### config.mk
export PLATFORM = sky130hd
export DESIGN_NAME = dlbr_ctrl
export DESIGN_NICKNAME = d
export VERILOG_FILES = /design/src/hdl/dlbr_pkg.sv /design/src/hdl/dlbr_ctrl.sv
export SDC_FILE = /design/constraint.sdc
export NUM_CORES = 1
export LEC_CHECK = 0
export BUFFER_PORTS_ARGS = -buffer_cell sky130_fd_sc_hd__buf_2
export CORE_MARGIN = 2
export CORE_UTILIZATION = 49
export CTS_BUF_LIST = sky130_fd_sc_hd__clkbuf_8
export DETAILED_ROUTE_END_ITERATION = 8
export GPL_TIMING_DRIVEN = 0
export PLACE_DENSITY = 0.95
export SLEW_MARGIN = 20
export SYNTH_ARGS = -nofsm -noshare
export SYNTH_HDL_FRONTEND = slang
export SYNTH_SLANG_ARGS = --single-unit
### constraint.sdc
create_clock -name i_clk -period 4.1 [get_ports i_clk]
set_clock_uncertainty 0.2 [all_clocks]
set_input_delay 0.205 -clock i_clk [delete_from_list [all_inputs] [get_ports i_clk]]
set_output_delay 0.205 -clock i_clk [all_outputs]
set_load 0.1 [all_outputs]
### src/hdl/dlbr_pkg.sv
// ----------------------------------------------------------------------------
// dlbr_pkg
// Shared constants, payload types and the control interface of the
// fully connected layer with bias and ReLU.
// ----------------------------------------------------------------------------
package dlbr_pkg;

    localparam int MAX_INPUTS  = 256;
    localparam int MAX_OUTPUTS = 64;
    localparam int W_DEPTH     = MAX_INPUTS * MAX_OUTPUTS;

    localparam int IN_AW  = $clog2(MAX_INPUTS);
    localparam int OUT_AW = $clog2(MAX_OUTPUTS);
    localparam int W_AW   = $clog2(W_DEPTH);

    localparam int IN_SIZE_W  = 9;
    localparam int OUT_SIZE_W = 7;
    localparam int CFG_DATA_W = 9;
    localparam int CFG_IDX_W  = 2;

    localparam int DATA_W = 16;
    localparam int FRAC_W = 8;
    localparam int PROD_W = 2 * DATA_W;
    localparam int ACC_W  = PROD_W + IN_AW + 2;

    localparam logic [1:0] CMD_WEIGHT = 2'd0;
    localparam logic [1:0] CMD_BIAS   = 2'd1;
    localparam logic [1:0] CMD_ACT    = 2'd2;

    localparam logic [CFG_IDX_W-1:0] CFG_IN_SIZE  = 2'd0;
    localparam logic [CFG_IDX_W-1:0] CFG_OUT_SIZE = 2'd1;
    localparam logic [CFG_IDX_W-1:0] CFG_RELU_ON  = 2'd2;

    typedef struct packed {
        logic [1:0]               cmd;
        logic [13:0]              index;
        logic signed [DATA_W-1:0] value;
    } t_in_item;

    typedef struct packed {
        logic [5:0]               column;
        logic signed [DATA_W-1:0] result_value;
        logic                     last;
    } t_out_item;

    typedef struct packed {
        logic [IN_AW-1:0]      in_last;
        logic [OUT_AW-1:0]     out_last;
        logic [OUT_SIZE_W-1:0] out_size;
        logic                  relu;
    } t_cfg;

    typedef struct packed {
        logic                  col_start;
        logic [OUT_AW-1:0]     start_col;
        logic                  issue;
        logic [IN_AW-1:0]      act_addr;
        logic                  bias_add;
        logic                  out_load;
        logic [OUT_AW-1:0]     out_col;
        logic                  last;
    } t_dp_cmd;

    typedef struct packed {
        logic busy;
        logic out_free;
    } t_dp_sts;

endpackage

### src/hdl/dlbr_ctrl.sv
// ----------------------------------------------------------------------------
// dlbr_ctrl
// Sequencer that walks the columns and input positions of one row and
// steers the datapath through multiply-accumulate, bias and output steps.
// ----------------------------------------------------------------------------
module dlbr_ctrl (
    input  logic               i_clk,
    input  logic               i_rst_n,
    input  logic               i_valid,
    input  dlbr_pkg::t_in_item i_data,
    input  dlbr_pkg::t_cfg     i_cfg,
    input  dlbr_pkg::t_dp_sts  i_sts,
    output logic               o_stall,
    output dlbr_pkg::t_dp_cmd  o_cmd
);

    localparam logic [1:0] S_IDLE  = 2'd0;
    localparam logic [1:0] S_MAC   = 2'd1;
    localparam logic [1:0] S_DRAIN = 2'd2;
    localparam logic [1:0] S_EMIT  = 2'd3;

    logic [1:0]                  r_state, n_state;
    logic [dlbr_pkg::IN_AW-1:0]  r_k, n_k;
    logic [dlbr_pkg::OUT_AW-1:0] r_n, n_n;
    logic                        w_trigger;

    assign o_stall   = (r_state != S_IDLE);
    assign w_trigger = i_valid && !o_stall && (i_data.cmd == dlbr_pkg::CMD_ACT)
                       && (i_data.index == 14'(i_cfg.in_last));

    always_comb begin
        n_state = r_state;
        n_k     = r_k;
        n_n     = r_n;
        o_cmd   = '0;
        case (r_state)
            S_IDLE: begin
                if (w_trigger) begin
                    n_state         = S_MAC;
                    n_k             = '0;
                    n_n             = '0;
                    o_cmd.col_start = 1'b1;
                end
            end
            S_MAC: begin
                o_cmd.issue    = 1'b1;
                o_cmd.act_addr = r_k;
                if (r_k == i_cfg.in_last) begin
                    n_state = S_DRAIN;
                end else begin
                    n_k = r_k + 1'b1;
                end
            end
            S_DRAIN: begin
                if (!i_sts.busy) begin
                    o_cmd.bias_add = 1'b1;
                    n_state        = S_EMIT;
                end
            end
            S_EMIT: begin
                if (i_sts.out_free) begin
                    o_cmd.out_load = 1'b1;
                    o_cmd.out_col  = r_n;
                    o_cmd.last     = (r_n == i_cfg.out_last);
                    if (r_n == i_cfg.out_last) begin
                        n_state = S_IDLE;
                    end else begin
                        n_state         = S_MAC;
                        n_k             = '0;
                        n_n             = r_n + 1'b1;
                        o_cmd.col_start = 1'b1;
                        o_cmd.start_col = r_n + 1'b1;
                    end
                end
            end
            default: begin
                n_state = S_IDLE;
            end
        endcase
    end

    always_ff @(posedge i_clk) begin
        if (!i_rst_n) begin
            r_state <= S_IDLE;
            r_k     <= '0;
            r_n     <= '0;
        end else begin
            r_state <= n_state;
            r_k     <= n_k;
            r_n     <= n_n;
        end
    end

endmodule

Yosys cells after proc, flatten, opt, wreduce, memory -nomap -nowiden

Cells that the tools add are included.

Mux-type cells: 25
Reduce and logical (&&, ||, !) cells: 11
Add/sub/neg operators: 2
Equality and inequality tests: 13

Operators with widths:

| kind                                           | count |
|---|---|
| two-way mux 8 bit                              | 6 |
| two-way mux 6 bit                              | 4 |
| one-hot mux 8 bit (3 select lines)             | 1 |
| == test 14 x 8 -> 1 bit                        | 1 |
| two-way mux 7 bit                              | 2 |
| inequality test 2 bit (second input constant)  | 6 |
| one-hot mux 6 bit (2 select lines)             | 1 |
| two-way mux 9 bit                              | 1 |
| adder 8 x 1 -> 8 bit (second input constant)   | 1 |
| == test 8 bit                                  | 1 |
| two-way mux 2 bit                              | 4 |
| one-hot mux 2 bit (4 select lines)             | 1 |
| AND reduction 4 bit                            | 2 |
| adder 6 x 1 -> 6 bit (second input constant)   | 1 |
| == test 2 bit (second input constant)          | 3 |
| == test 6 bit                                  | 1 |
| AND reduction 5 bit                            | 1 |
| two-way mux 1 bit                              | 4 |
| nonzero test 2 bit                             | 2 |
| logical AND 1 bit                              | 3 |
| nonzero test 3 bit                             | 1 |
| == test 2 x 1 -> 1 bit (second input constant) | 1 |
| zero test 2 bit                                | 1 |
| one-hot mux 1 bit (2 select lines)             | 1 |
| zero test 1 bit                                | 1 |

Register bits after elaboration: 16
Output and inout bits: 26
Word-level logic and storage cells: 54

Depth between registers and ports, before layout

Gate-level depths: netlist of run 1.

Depth after elaboration: 7
Mapped depth: 9
Gate-level depth less buffers: 7

Worst setup path after synthesis of run 1

Ideal clock, no wire load.

Path kind: register to output
Start point: register r_state[1]
End point: output port o_cmd[24] (netlist name)
Data arrival time: 3217 ps
Stages on the path, launching flop included: 5
Path slack: 478 ps
Buffers on the path: 0
Cells stage by stage: dfxtp_1 -> ha_1 -> and2_1 -> nand2_1 -> a21oi_1

RTL lines:

| item                   | line            | text |
|---|---|---|
| from (decl)            | dlbr_ctrl.sv:22 | `logic [1:0] r_state, n_state;` |
| from (signal assigned) | dlbr_ctrl.sv:88 | `r_state <= n_state;` |
| to (decl)              | dlbr_ctrl.sv:14 | `output dlbr_pkg::t_dp_cmd o_cmd` |

==> impl_metrics.yaml, run 1 <==
outcome:
  outcome: "complete, no violations"
place:
  io_buffer_count: 59
  dp.cells: 281
  hpwl_um: 3230
  place_congestion: 0.917
sta:
  min_period_ns: 2.73
  worst_slew_pin_slew_ns: 0.802
  timing.final.crit_share_pct: 66.6
  slew_viol_final: 0
  rsz0062_at_grt: "false"
  hold_viol: 0
  report.final.setup_viol: 0
  relSlewSlack_pct: 45.8
  fin_setup_tns_ns: 0
  fmax_mhz: 366
finish:
  seq_area_um2: 320
  utilization_pct: 63.0
  final_cell_count_no_fill: 284
  multi_input_area_um2: 1140
  area_delta_synth_final_pct: 24.9
  drive_above_1_share_pct: 27.1
  mostFrequentLayoutCells: "buf_2, xnor2_1, dfxtp_1"
  layout.nets: 320
  final_common_cell: "buf_2"
  n_antenna_cell: 0
  fillers: 240
yosys:
  syn_avg_cell_area_um2: 8.02
  yosys_most_used_dff: "dfxtp_1"
  ys_seq_elements: 16
  synth_nets: 256
  synth_edf_count: 0
  ys_seq_area_share_pct: 21.1
  synth_cells: 189
  ys_types: 42
  syn-cell-area_um2: 1520
  async_flop_share_pct: 0
  yosys_warnings: 0
floorplan:
  die-area_um2: 3550
  core_um2: 3000
  rows: 20
  num_io_pins: 85
  initial_utilization_pct: 50.5
  die_h_um: 59.6
  die_w_um: 59.6
critical_path:
  path_class: "register to output pin"
  reg2reg_to: "r_n[2]"
  cp-start-kind: "register"
  slowest_stage: "buf_2"
  crit_chain: "inv_1 > ha_1 > and4bb_1 > nand3b_1 > nor4_1 > nand4_1 > a21oi_1 > buf_2"
  cp-end-kind: "output pin"
  required_ns: 3.69
  cp.depth: 8
  r2r-start: "r_state[0]"
  r2r_slack_ns: 1.38
  cp-startpoint: "r_state[0]"
  crit_path_max_incr_delay_ns: 0.44
  rr_worst_depth: 7
  cp_top_family: "simple AND/OR/NAND/NOR gates"
  worst-path-buf-inv: 2
  arrival_ns: 2.32
  crit_path_max_fanout: 5
global_route:
  grt_pass1_wl_um: 7110
  grt_pass1_vias: 1523
  grt_overflow: 0
  grt_antenna_before_repair: 0
  grtUsageTotal_pct: 25.8
  grt_max_degree: 11
power_and_ir_drop:
  powerDensity_nw_per_um2: 171
  power_frac_comb_pct: 16.0
  leakagePower_nw: 0.810
  p_int_mw: 0.245
  p_seq_share_pct: 47.9
  netSwitchingPower_mw: 0.0799
  switching_share_pct: 24.6
  power_mw: 0.325
  vdd_drop_max_mv: 0.151
  p_clk_share_pct: 36.2
min_path:
  whs_endpoint: "r_k[0]"
  hp-class: "input pin to register"
  min-delay-start: "i_rst_n"
  min_path_cells: 3
clock_tree:
  cts.sinks: 16
  cts_setup_buffers: 0
  cts_made_buffers: 3
  cts_buffer_depth: 2
  h-tree-depth: 1
  root_buffer: "clkbuf_8"
  cts-hold-fix-buffers: 0
  clkTransAtPathRegs_ns: 0.06
  cts_tree: "built"
  cts-resized-gates: 0
  clock_latency_ns: 0.25
drt:
  drt_first_pass_iters: 4
  wl_per_cell_um: 15.1
  via_per_inst: 6.09
  wirelength_um: 4290
  drcViolationCount: 0
  drt_iter0_drc: 144
  drtAntennaViolNets: 0
  num_vias: 1730
job:
  maxCapViolations: 0
## flip-flops by register name (all words and copies together) (netlist names)
| name | flops |
|---|---|
| r_n | 6 |
| r_k | 8 |
| r_state | 2 |
## cell families after synthesis
| kind of cell | Yosys count | share of synthesized area, % |
|---|---|---|
| buffers and inverters | 14 | 3.72 |
| adder cells (fa/ha/maj) | 8 | 6.61 |
| AND/OR/NAND/NOR | 75 | 29.1 |
| flip-flops | 16 | 21.1 |
| AO/OA/AOI/OAI | 50 | 24.4 |
| XOR/XNOR | 26 | 15.0 |
## Yosys cell counts (all sizes together), types with 4 or more instances
| library cell | n | share of area [%] |
|---|---|---|
| and2 | 9 | 3.7 |
| a211o | 4 | 2.3 |
| o22ai | 6 | 2.5 |
| a211oi | 6 | 3.0 |
| nand4 | 5 | 2.1 |
| xnor2 | 16 | 9.2 |
| or3 | 5 | 2.1 |
| nor2 | 8 | 2.0 |
| inv | 6 | 1.5 |
| nor2b | 5 | 2.1 |
| dfxtp | 16 | 21 |
| a21oi | 4 | 1.3 |
| xor2 | 10 | 5.8 |
| nand2 | 12 | 3.0 |
| ha | 8 | 6.6 |
| clkbuf | 5 | 1.2 |
| and3 | 11 | 4.5 |
| o21ai | 10 | 3.3 |
## layer usage
| layer | part of all wire (%) | track usage (%) | vias to the layer above |
|---|---|---|---|
| met3 | 7.6 | 3.93 | 14 |
| met4 | 2.6 | 10.2 | 0 |
| met5 | 0 | 0 | - |
| met1 | 42 | 35.0 | 777 |
| met2 | 48 | 40.8 | 96 |
| li1 | - | - | 843 |
## worst max path at each step
stage / end / slack, ns
floorplan: o_cmd[24] / 0.48
global placement: r_n[2] / 1.41
detailed placement: r_n[2] / 1.34
CTS: r_n[2] / 1.33
global route: r_n[2] / 1.0
finish: o_cmd[24] / 1.37
## worst register-to-register path, delay by kind of cell, from the launching register on
kind / cells / cell delay (ns)
DFF: 1 / 0.34
and+or+nand+nor: 3 / 0.57
AOI/OAI and AO/OA: 2 / 1.12
adders and majority gates: 1 / 0.23
buffers and inverters: 1 / 0.15
## stage by stage
stage               worst slack (ns)  instance area [um^2]  hold WS (ns)
finish                          1.37                  1890         0.173
global placement                1.41                  1850         0.304
floorplan                      0.478                  1520         0.291
CTS                             1.33                  1890         0.168
detailed placement              1.34                  1850         0.322
global route                   0.998                  1890         0.200
## area by class of cell
class / count / share of cell area, %
clock buffer: 3 / 2.18
inverter: 6 / 1.19
buffer: 8 / 1.78
timing repair buffer: 59 / 15.6
multi-input combinational: 159 / 60.1
tap: 33 / 2.18
sequential: 16 / 16.9
## power by group through the flow
stage / clock [mW] / sequential (mW) / combinational (mW)
2_1_floorplan: 0 / 0.159 / 0.0260
3_3_place_gp: 0 / 0.159 / 0.0495
3_5_place_dp: 0 / 0.159 / 0.0511
4_1_cts: 0.117 / 0.155 / 0.0513
5_1_grt: 0.122 / 0.155 / 0.0582
6_report: 0.117 / 0.155 / 0.0518
Note: power is estimated with default switching activity, not from simulation.
==> inputs of run 2 (changes only) <==
--- a/config.mk
+++ b/config.mk
@@ -7,11 +7,11 @@
 export LEC_CHECK = 0
 export BUFFER_PORTS_ARGS = -buffer_cell sky130_fd_sc_hd__buf_2
 export CORE_MARGIN = 2
-export CORE_UTILIZATION = 49
+export CORE_UTILIZATION = 41
 export CTS_BUF_LIST = sky130_fd_sc_hd__clkbuf_8
 export DETAILED_ROUTE_END_ITERATION = 8
 export GPL_TIMING_DRIVEN = 0
-export PLACE_DENSITY = 0.95
+export PLACE_DENSITY = 0.86
 export SLEW_MARGIN = 20
 export SYNTH_ARGS = -nofsm -noshare
 export SYNTH_HDL_FRONTEND = slang
==> constraint.sdc (replaced) <==
create_clock -name i_clk -period 2.3 [get_ports i_clk]
set_clock_uncertainty 0.2 [all_clocks]
set_input_delay 0.115 -clock i_clk [delete_from_list [all_inputs] [get_ports i_clk]]
set_output_delay 0.115 -clock i_clk [all_outputs]
set_load 0.1 [all_outputs]
==> run 2 against run 1 <==
The flow now finishes with violations (setup timing). Register-to-register slack worse by 1.4 ns. Global-route usage down 3.2 points. Final cell count up 8.5%. Critical path type unchanged. Hold slack lost 0.094 ns. Clock power increased by 120%. Worst setup slack worse by 1.4 ns. Largest power group unchanged. Total power rose by 98%. Combinational power rose by 110%. Cell area up 22%. Critical endpoint unchanged. Sequential power up 77%.
==> impl_metrics.yaml, run 2 (same netlist as run 1, synthesis figures left out) <==
outcome:
  outcome: "finished, violations left"
  violations: "setup timing"
finish:
  top_register: "r_k"
  mostFrequentLayoutCells: "buf_2, xnor2_1, buf_4"
  multi_input_area_um2: 1320
  largestRegisters: "r_k (8), r_n (6), r_state (2)"
  fillers: 294
  final_common_cell: "buf_2"
  layout.nets: 328
  largest_reg_flops: 8
  seq_area_um2: 330
  utilization_pct: 63.9
  n_antenna_cell: 0
  area_delta_synth_final_pct: 52.0
  final_cell_area_um2: 2300
  final_cell_count_no_fill: 308
  drive_above_1_share_pct: 45.0
critical_path:
  path_class: "register to output pin"
  crit_path_max_fanout: 4
  crit_path_max_incr_delay_ns: 0.37
  required_ns: 1.99
  cp-end-kind: "output pin"
  rr_worst_depth: 8
  arrival_ns: 2.01
  worst-path-buf-inv: 3
  slowest_stage: "dfxtp_4"
  reg2reg_to: "r_n[0]"
  r2r-start: "r_state[0]"
  crit_chain: "inv_4 > ha_4 > and4bb_1 > nand3b_1 > buf_4 > nor4_2 > nand4_1 > a21oi_4 > buf_12"
  r2r_slack_ns: -0.01
  cp_top_family: "simple AND/OR/NAND/NOR gates"
  cp-start-kind: "register"
floorplan:
  die_h_um: 64.8
  die_w_um: 64.8
  core_um2: 3610
  initial_utilization_pct: 42.0
  die-area_um2: 4200
  num_io_pins: 85
  rows: 22
place:
  placed_cell_area_um2: 1960
  place_congestion: 0.826
  io_buffer_count: 59
  dp.cells: 296
  dpl_worst_slack_ns: -0.369
  hpwl_um: 3210
drt:
  drcViolationCount: 0
  drt_first_pass_iters: 4
  wirelength_um: 5140
  num_vias: 1812
  drtAntennaViolNets: 0
  via_per_inst: 5.88
  drt_iter0_drc: 135
  wl_per_cell_um: 16.7
min_path:
  min_path_cells: 3
  whs_endpoint: "r_k[0]"
  hp-class: "input pin to register"
  min-delay-start: "i_rst_n"
sta:
  fmax_mhz: 430
  rsz0062_at_grt: "true"
  timing.final.crit_share_pct: 101
  hold_viol: 0
  min_period_ns: 2.32
  final.setup.worst_slack_ns: -0.0230
  slew_viol_final: 0
  relSlewSlack_pct: 67.4
  report.final.setup_viol: 3
  worst_slew_pin_slew_ns: 0.486
clock_tree:
  root_buffer: "clkbuf_8"
  cts_buffer_depth: 2
  cts.sinks: 16
  h-tree-depth: 1
  cts-hold-fix-buffers: 0
  clock_latency_ns: 0.26
  clkTransAtPathRegs_ns: 0.07
  cts_tree: "built"
  cts_made_buffers: 3
global_route:
  grt_pass1_wl_um: 7580
  grt_overflow: 0
  grt_max_degree: 11
  grtUsageTotal_pct: 22.6
  grt_pass1_vias: 1684
  grt_antenna_before_repair: 0
power_and_ir_drop:
  p_clk_share_pct: 40.7
  switching_share_pct: 26.2
  netSwitchingPower_mw: 0.169
  power_frac_comb_pct: 16.6
  vdd_drop_max_mv: 0.164
  powerDensity_nw_per_um2: 279
  leakagePower_nw: 0.918
  p_seq_share_pct: 42.6
  p_int_mw: 0.475
job:
  maxCapViolations: 0
run 2: worst max-delay path by stage:
stage | from | to | slack, ns | cells past startpoint
5_1_grt | r_state[0] | o_cmd[24] | -0.11 | 9
3_5_place_dp | r_state[0] | r_n[2] | -0.37 | 7
4_1_cts | r_n[2] | o_cmd[21] | 0.004 | 7
3_3_place_gp | r_state[0] | r_n[2] | -0.35 | 7
2_1_floorplan | r_state[1] | o_cmd[24] | -0.02 | 4
6_report | r_state[0] | o_cmd[24] | -0.02 | 9
run 2: metal layers:
layer  part of all wire (%)  GRT usage [%]  vias to the layer above
li1                       -              -                      859
met1                     40           26.2                      855
met2                     51           40.1                       85
met3                    6.3           3.30                       13
met4                    2.6           11.4                        0
met5                      0              0                        -
run 2: repair_timing:
item | in CTS | in global routing
gates cloned | 1 | 0
endpoints found under the setup margin | 24 | 32
buffers inserted | 4 | 3
resized for setup | 29 | 38
pin swaps | 6 | 4
run 2: power by group through the flow:
stage	clock (mW)	sequential, mW	combinational, mW
global route	0.286	0.274	0.117
global placement	0	0.283	0.0899
floorplan	0	0.283	0.0475
CTS	0.262	0.276	0.0972
finish	0.262	0.274	0.107
detailed placement	0	0.283	0.0919
run 2: cell type report:
class	instances	share of cell area [%]
multi-input combinational	159	57.3
timing repair buffer	67	19.6
sequential	16	14.3
tap	48	2.61
clock buffer	4	2.39
buffer	8	2.39
inverter	6	1.36
run 2: worst register-to-register path, delay by kind of cell (launching register included):
family / cells / cell delay [ns]
simple gates: 3 / 0.83
compound gates: 2 / 0.50
fa+ha+maj: 1 / 0.13
flops: 1 / 0.37
buf+inv: 2 / 0.21
run 2: through the flow:
| step | TNS [ns] | total power, mW | hold slack, ns |
|---|---|---|---|
| CTS | 0 | 0.635 | 0.0750 |
| finish | -0.0346 | 0.644 | 0.0786 |
| floorplan | -0.0176 | 0.331 | 0.189 |
| global route | -0.570 | 0.678 | 0.122 |
| global placement | -2.26 | 0.373 | 0.323 |
| detailed placement | -2.76 | 0.375 | 0.343 |
